$ cat config.mk
export PLATFORM = sky130hd
export DESIGN_NAME = sfc_body_mem
export DESIGN_NICKNAME = d
export VERILOG_FILES = /design/src/rtl/sfc_body_mem.sv
export SDC_FILE = /design/constraint.sdc
export NUM_CORES = 1
export LEC_CHECK = 0
export BUFFER_PORTS_ARGS = -buffer_cell sky130_fd_sc_hd__clkbuf_2
export CORE_MARGIN = 1
export CORE_UTILIZATION = 35
export CTS_CLUSTER_SIZE = 20
export DETAILED_ROUTE_END_ITERATION = 10
export PLACE_DENSITY = 0.59
export REMOVE_ABC_BUFFERS = 1
export SETUP_SLACK_MARGIN = 0.02
export SKIP_CTS_REPAIR_TIMING = 1
export SLEW_MARGIN = 5
export SYNTH_ARGS = -nofsm -noshare
export SYNTH_HDL_FRONTEND = slang
export SYNTH_SLANG_ARGS = --single-unit
$ cat constraint.sdc
create_clock -name clk -period 2.17 [get_ports clk]
set_input_delay 0.1085 -clock clk [delete_from_list [all_inputs] [get_ports clk]]
set_output_delay 0.1085 -clock clk [all_outputs]
set_load 0.02 [all_outputs]
$ cat src/rtl/sfc_body_mem.sv
`timescale 1ns / 1ps
// ----------------------------------------------------------------------------
// sfc_body_mem
// Frame body store: one write port, one read port, registered read data.
// ----------------------------------------------------------------------------
module sfc_body_mem #(
  parameter int DEPTH  = 64,
  parameter int ADDR_W = 6
) (
  input  logic              clk,
  input  logic              we,
  input  logic [ADDR_W-1:0] waddr,
  input  logic [7:0]        wdata,
  input  logic              re,
  input  logic [ADDR_W-1:0] raddr,
  output logic [7:0]        rdata
);

  logic [7:0] mem [DEPTH];

  always_ff @(posedge clk) begin
    if (we) begin
      mem[waddr] <= wdata;
    end
  end

  always_ff @(posedge clk) begin
    if (re) begin
      rdata <= mem[raddr];
    end
  end

endmodule

==> results.txt, run 1 <==
The run finished with clean final reports. The worst setup margin was 0.0741 ns; the timing-limited maximum frequency was 0.477 GHz. The signal on the critical path passes through mux4_2 > mux2_2 > a221oi_1 > o2bb2ai_1. The critical-path maximum fanout was 1; the number of sinks handled by clock tree synthesis was 520.

The logs give 39 for the number of distinct standard cells referenced by the synthesized netlist and 0.356 for the initial core utilization. In this run, placement finished with an instance count of 1829. The die is 243 um wide. The first global-routing pass estimated 68.7 mm of wire. Dividing the detail-routed wire length by the instance count gives 24.1 um. Counting I/O delays and the setup requirement, the final critical path takes 2.10 ns. Synthesis handed over a netlist of 940 instances. The logs give 2.41 ns for the critical path data arrival time and 46.3 mm for the total wirelength of the detailed-routed design.

STA classifies the critical path endpoint as a flip-flop. At the later pin of the worst-skew pair, clock insertion delay measures 0.59 ns. The die is 243 um tall. The number of endpoints failing setup at the final stage was 0; the cell area after synthesis was 0.0202 mm2.

The logs give 0.771 for the sequential area share after synthesis and 0 ns for the summed negative setup slack over all endpoints. The synthesis-to-finish area growth is 18.0%. Entering global routing, the biggest net connects 65 pins. In the routed layout, each cell is associated on average with a via count of 5.14. At the worst endpoint, the required time is 2.48 ns. The residual DRC count is 0, and the count of input and output buffers is 30. The worst setup path is launched from a flip-flop.

Across the run, the number of max-cap violations was 0. The power per cell area was 862 mW/mm2; the area of placed instances was 0.0223 mm2. At the end of routability-driven placement, the weighted congestion stood at 0.827. IR analysis of the VDD net gives a maximum drop of 0.516 mV. The setup path with the least slack is of type reg -> reg. The run gives 7.70 nW as the reported leakage power. Across all hold checks on the routed design, the worst slack comes to 0.0480 ns. The final standard cell utilization of the core was 0.421; the flip-flop and latch count after synthesis was 520. The path class of the tightest hold or removal check is in -> reg. The tools report the floorplan die area as 0.0588 mm2. TritonCTS built the clock tree. The total number of nets in the final design was 1150. The count of pins on the block boundary is 31, and the number of cell rows is 87.

Setup repair after global routing left no endpoint under its margin. The run gives 0 as the number of synthesis warnings. Max-slew violation count: 0. The worst slack at placement is -0.187 ns, and the initial DRC count is 813. The largest single stage delay on the critical path is 0.52 ns. The post-route clock period utilization was 0.966. The final count of hold timing violations was 0. The detailed placer's ending HPWL came out at 30.6 mm. For the number of buffers on the longest clock path, the log shows 3.

The tools report the all-layer global routing usage as 0.160. The via count of the first global-routing pass was 10200. Clock tree synthesis inserted a total of 51 buffers.

For the final database, setup skew stands at 0.0191 ns. Yosys mapped a number of flops with a built-in enable equal to 520. Count of placed standard cells in the final layout, fillers left out: 1920. The area of the placeable core is 0.0568 mm2.

The slowest stage of the critical path is the sky130_fd_sc_hd__a221oi_1 cell. The count of nets left with antenna violations once routing finished came out at 0. The fraction of synthesis flops using an asynchronous set or reset pin is 0, and the fraction of final layout cells with drive strength greater than 1 is 0.343. The antenna diode instance count came out at 0. Post-synthesis average cell area: 21.5 um2. In the synthesized netlist the dominant register cell turns out to be sky130_fd_sc_hd__edfxtp_1. The total overflow reported by the global router is 0. The post-route standard cell area excluding fillers is 0.0239 mm2. Before antenna repair, the detailed router went through 5 iterations.

For the initial antenna violation count, the log shows 0. The CTS root buffer was sky130_fd_sc_hd__clkbuf_16. The number of buffers and inverters on the critical path is 0. At the pin with the least slew margin, the transition time is 0.902 ns. The via count is 9878, and the maximum level of the CTS H-tree is 2. The category of cells accounting for the largest share of critical-path delay is multiplexers. The worst max-slew margin expressed relative to the limit is 0.399, and the clock slew seen by the registers of the worst setup and hold paths is 0.06 ns.

The total power came out at 20.6 mW.
==> cells in the mapped netlist (3+ instances only) <==
master	count	share of area
sky130_fd_sc_hd__mux2_2	13	0.0072
sky130_fd_sc_hd__edfxtp_1	520	0.77
sky130_fd_sc_hd__nor3_1	7	0.0017
sky130_fd_sc_hd__mux4_2	126	0.14
sky130_fd_sc_hd__clkbuf_1	17	0.0032
sky130_fd_sc_hd__buf_2	11	0.0027
sky130_fd_sc_hd__o2111ai_1	3	0.0013
sky130_fd_sc_hd__a211oi_1	4	0.0015
sky130_fd_sc_hd__o22ai_1	8	0.0025
sky130_fd_sc_hd__mux2i_1	23	0.011
sky130_fd_sc_hd__nand2_1	19	0.0035
sky130_fd_sc_hd__nand3_1	13	0.0032
sky130_fd_sc_hd__o221ai_1	8	0.0035
sky130_fd_sc_hd__a221oi_1	6	0.0026
sky130_fd_sc_hd__a22oi_1	3	0.0011
sky130_fd_sc_hd__nor2_1	83	0.015
sky130_fd_sc_hd__nor2b_1	14	0.0043
sky130_fd_sc_hd__nand3b_1	3	0.0011
sky130_fd_sc_hd__nand2b_1	7	0.0022
sky130_fd_sc_hd__o2bb2ai_1	3	0.0013
sky130_fd_sc_hd__buf_1	4	0.00074
sky130_fd_sc_hd__buf_4	13	0.0048
sky130_fd_sc_hd__buf_6	4	0.0022
sky130_fd_sc_hd__a21oi_1	3	0.00074
==> routing by layer <==
layer	global-route usage	vias up	share of wire
met5	0	-	0
met4	0.0516	0	0.025
met3	0.0357	68	0.064
met2	0.260	314	0.49
met1	0.215	5188	0.42
li1	-	4308	-
==> sequential cells by signal, summed over array words and instances (netlist names) <==
register / flops
rdata: 8
mem: 512
==> cell families (layout without fill, tap and decap cells) <==
| kind of cell | after synthesis | after routing | share of synthesized area |
|---|---|---|---|
| simple gates | 153 | 153 | 0.0337 |
| flops | 520 | 520 | 0.771 |
| buf+inv | 51 | 275 | 0.0156 |
| mux | 162 | 162 | 0.159 |
| compound gates | 54 | 54 | 0.0206 |
==> layout make-up <==
| class | count | area [um2] |
|---|---|---|
| Clock inverter | 30 | 231 |
| Multi-Input combinational cell | 369 | 4330 |
| Clock buffer | 60 | 1310 |
| Fill cell | 4960 | 32900 |
| Sequential cell | 520 | 15600 |
| Tap cell | 756 | 946 |
| Timing Repair Buffer | 185 | 1470 |
==> worst min-delay path: cells and delay by family <==
kind	cells	cell delay [ns]
buffers and inverters	1	0.18
and+or+nand+nor	2	0.18
==> power by group <==
| group | switching (mW) | internal (mW) |
|---|---|---|
| Clock | 3.62 | 4.66 |
| Sequential | 0.0298 | 11.1 |
| Combinational | 0.681 | 0.478 |
| Total | 4.33 | 16.3 |
==> layout by cell type (no fill, tap or decap), types with 7 or more instances in the layout <==
cell | synthesis | final
sky130_fd_sc_hd__buf_12 | 2 | 11
sky130_fd_sc_hd__clkinv_1 | 0 | 9
sky130_fd_sc_hd__clkbuf_2 | 0 | 27
sky130_fd_sc_hd__clkbuf_16 | 0 | 51
sky130_fd_sc_hd__buf_4 | 13 | 145
sky130_fd_sc_hd__nand2_1 | 19 | 19
sky130_fd_sc_hd__nor2b_1 | 14 | 14
sky130_fd_sc_hd__edfxtp_1 | 520 | 520
sky130_fd_sc_hd__mux4_2 | 126 | 126
sky130_fd_sc_hd__mux2_2 | 13 | 13
sky130_fd_sc_hd__nor2_1 | 83 | 83
sky130_fd_sc_hd__clkinv_2 | 0 | 13
sky130_fd_sc_hd__nand3_1 | 13 | 13
sky130_fd_sc_hd__nand2b_1 | 7 | 7
sky130_fd_sc_hd__clkbuf_1 | 17 | 9
sky130_fd_sc_hd__o22ai_1 | 8 | 8
sky130_fd_sc_hd__o221ai_1 | 8 | 8
sky130_fd_sc_hd__mux2i_1 | 23 | 23
==> worst paths after layout <==
path	startpoint	end	slack (ns)	cells after the start
max reg2reg	mem[47][1]	rdata[1]	0.07	4
min reg2reg	mem[5][7]	rdata[7]	0.93	4
min	waddr[2]	mem[54][4]	0.05	3
max	mem[47][1]	rdata[1]	0.07	4
No activity file was read; power rests on OpenSTA's default activity.
==> run 2, diff against run 1 <==
--- a/config.mk
+++ b/config.mk
@@ -10,4 +10,6 @@
 export CORE_UTILIZATION = 35
+export CTS_CLUSTER_DIAMETER = 200
 export CTS_CLUSTER_SIZE = 20
 export DETAILED_ROUTE_END_ITERATION = 10
+export GPL_ROUTABILITY_DRIVEN = 0
 export PLACE_DENSITY = 0.59
==> constraint.sdc (replaced) <==
create_clock -name clk -period 2.17 [get_ports clk]
set_input_delay 0 -clock clk [delete_from_list [all_inputs] [get_ports clk]]
set_output_delay 0 -clock clk [all_outputs]
set_load 0.02 [all_outputs]
==> run 2 against run 1 <==
Utilization down 1.4 points. Count of clock-buffer cells in the layout down 31. Cell area down 3.3%. Hold slack worse by 0.020 ns. Worst setup slack better by 0.0022 ns. Sequential share of layout area up 2.2 points. Clock skew down 0.011 ns. Non-clock buffer count up 1. Routed wire length down 2.0%. First-iteration DRC count up 2.5%. Global-route usage down 0.52 points. Critical path type unchanged. Largest power group unchanged. Highest routed layer unchanged.
==> results.txt, run 2 (synthesis results as in run 1) <==
The flow ran to the end, and the final reports show no timing, DRC or antenna violations. Count of pins on the block boundary: 31 (unchanged). The total wirelength of the detailed-routed design came out at 45.4 mm (was 46.3 mm).

Highest-count cells in the layout ignoring fill and taps: 520 x sky130_fd_sc_hd__edfxtp_1, 143 x sky130_fd_sc_hd__buf_4, 126 x sky130_fd_sc_hd__mux4_2 (was 520 x sky130_fd_sc_hd__edfxtp_1, 145 x sky130_fd_sc_hd__buf_4, 126 x sky130_fd_sc_hd__mux4_2). The run gives 0.0278 ns (was 0.0480 ns) as the worst slack on hold paths. For the reported max-cap violation count, the log shows 0 (unchanged).

The tools report the CTS root buffer as sky130_fd_sc_hd__clkbuf_16 (unchanged). The pin slew with the least headroom to its limit is 1.09 ns (was 0.902 ns). The summed negative setup slack over all endpoints is 0 ns (unchanged).

For the final count of hold timing violations, the log shows 0 (unchanged). TritonCTS built the clock tree. The sort of element at the end of the critical path was a flip-flop (unchanged). The run gives 0 (unchanged) as the total overflow reported by the global router. The post-route minimum period is 2.09 ns (was 2.10 ns), and the initial antenna violation count is 0 (unchanged). For the area of the placeable core, the log shows 0.0568 mm2 (unchanged). Routed wire length per instance: 24.4 um (was 24.1 um). The share of total power in sequential cells is 0.633 (was 0.542), and the number of cell rows is 87 (unchanged). Setup repair after global routing left no endpoint under its margin. The die outline width is 243 um (unchanged). The worst max-slew margin expressed relative to the limit came out at 0.276 (was 0.399). The number of flip-flops under the largest register name was 512 (unchanged). The count of input and output buffers was 30 (unchanged); the combinational power share was 0.066 (was 0.056). The run gives 1 (was 2) as the maximum level of the CTS H-tree.

The critical path start-end classification is reg -> reg (unchanged). The area of placed instances was 0.0224 mm2 (was 0.0223 mm2); the synthesis-to-finish area growth was 14.2% (was 18.0%). The total CTS buffers was 29 (was 51); the initial DRC count was 833 (was 813). The run gives 10200 (about the same) as the via count of the first global-routing pass. For the clock share of power, the log shows 0.302 (was 0.402). The logs give 0 (unchanged) for the number of endpoints failing setup at the final stage and 0.407 (was 0.421) for the final standard cell utilization of the core. The final clock skew was 0.00782 ns (was 0.0191 ns); the all-layer global routing usage was 0.155 (was 0.160). The fraction of final layout cells with drive strength greater than 1 is 0.322 (was 0.343). The run gives 9706 (was 9878) as the via count. The antenna diode instance count came out at 0 (unchanged). Total number of nets in the final design: 1129 (was 1150).

Most common cell after layout, fill and taps aside: sky130_fd_sc_hd__edfxtp_1 (unchanged). The die height works out to 243 um (unchanged). The reported leakage power was 7.30 nW (was 7.70 nW). The number of buffers on the longest clock path was 3 (unchanged). Total iterations of the first detailed-routing run: 5 (unchanged).

Power per cell area: 763 mW/mm2 (was 862 mW/mm2). For the required time at the worst-slack endpoint, the log shows 2.50 ns (was 2.48 ns). The register name with the most flops was mem (unchanged). The number of vias per cell after detailed routing is 5.22 (was 5.14). The logs give 3.65 mW (was 4.33 mW) for the switching power and 0.0588 mm2 (unchanged) for the floorplan die area. The timing-limited maximum frequency is 0.478 GHz (was 0.477 GHz), and the residual DRC count is 0 (unchanged).

Critical path launch point type: a flip-flop (unchanged). For the first-pass GRT wire length, the log shows 67.3 mm (was 68.7 mm). The maximum vdd ir drop was 0.544 mV (was 0.516 mV). The cell-internal power was 14.0 mW (was 16.3 mW); the post-route clock period utilization was 0.965 (was 0.966).

The detailed placer's ending HPWL is 30.1 mm (was 30.6 mm). The tools report the maximum number of pins on one net before global-route repair as 65 (unchanged). The post-route standard cell area excluding fillers was 0.0231 mm2 (was 0.0239 mm2). The clock slew seen by the registers of the worst setup and hold paths is 0.08 ns (was 0.06 ns), and the max-slew violation count is 0 (unchanged). The critical path data arrival time was 2.42 ns (was 2.41 ns); the switching power share of the total was 0.207 (was 0.210). Top Registers: mem x512, rdata x8 (unchanged).

The later-pin clock latency in the skew report was 0.59 ns (about the same); the initial core utilization was 0.356 (unchanged). The class of the tightest hold or removal check is in -> reg (unchanged). The count of antenna-violating nets left after detailed routing was 0 (unchanged); the cell count after placement was 1829 (unchanged). The tools report the count of placed standard cells in the final layout, fillers left out as 1860 (was 1920). The number of sinks handled by clock tree synthesis was 520 (unchanged).

Critical-path maximum fanout: 1 (unchanged).
-- run 2: changes by cell type in the layout (fill, tap and decap cells not counted) --
cell	change
sky130_fd_sc_hd__buf_12	+2
sky130_fd_sc_hd__buf_4	-2
sky130_fd_sc_hd__bufinv_16	-3
sky130_fd_sc_hd__clkbuf_1	-9
sky130_fd_sc_hd__clkbuf_16	-22
sky130_fd_sc_hd__clkinv_1	-9
sky130_fd_sc_hd__clkinv_2	-13
sky130_fd_sc_hd__clkinv_4	-1
sky130_fd_sc_hd__clkinvlp_4	-1
sky130_fd_sc_hd__dlygate4sd3_1	+1
sky130_fd_sc_hd__inv_6	-3
-- run 2: metrics by stage --
stage	setup WS, ns	total power, mW
floorplan	0.347	11.8
global placement	-0.0826	12.5
detailed placement	-0.0352	12.6
CTS	-0.0215	17.8
global route	0.0450	18.2
finish	0.0763	17.6
-- run 2: area by class of cell --
| type | count | area, um2 |
|---|---|---|
| timing repair buffer | 186 | 1500 |
| sequential | 520 | 15600 |
| tap | 756 | 946 |
| multi-input combinational | 369 | 4330 |
| clock buffer | 29 | 726 |
| fill | 5044 | 33700 |
-- run 2: final timing paths --
check	from	end	slack (ns)	cells past startpoint
min	raddr[5]	rdata[1]	0.03	3
min reg2reg	mem[18][2]	rdata[2]	0.94	4
max	mem[24][6]	rdata[6]	0.08	5
max reg2reg	mem[24][6]	rdata[6]	0.08	5
-- run 2: worst max-delay path: stages (launching register included) --
cell and delay, ns:
sky130_fd_sc_hd__edfxtp_1 0.38, sky130_fd_sc_hd__mux4_2 0.47, sky130_fd_sc_hd__mux2_2 0.29, sky130_fd_sc_hd__o221a_2 0.29, sky130_fd_sc_hd__nor3_2 0.28, sky130_fd_sc_hd__o32ai_1 0.13
-- run 2: metal layers --
| metal | wire, um | global-route usage |
|---|---|---|
| met1 | 19700 | 0.214 |
| met3 | 2400 | 0.0201 |
| met4 | 1000 | 0.0419 |
| met5 | 0 | 0 |
| met2 | 22200 | 0.258 |
-- run 2: power by group through the flow --
| stage | Sequential [mW] | Combinational (mW) | Clock, mW |
|---|---|---|---|
| global placement | 11.4 | 1.16 | 0 |
| floorplan | 11.4 | 0.431 | 0 |
| CTS | 11.2 | 1.17 | 5.46 |
| detailed placement | 11.4 | 1.17 | 0 |
| finish | 11.2 | 1.16 | 5.32 |
| global route | 11.2 | 1.24 | 5.77 |
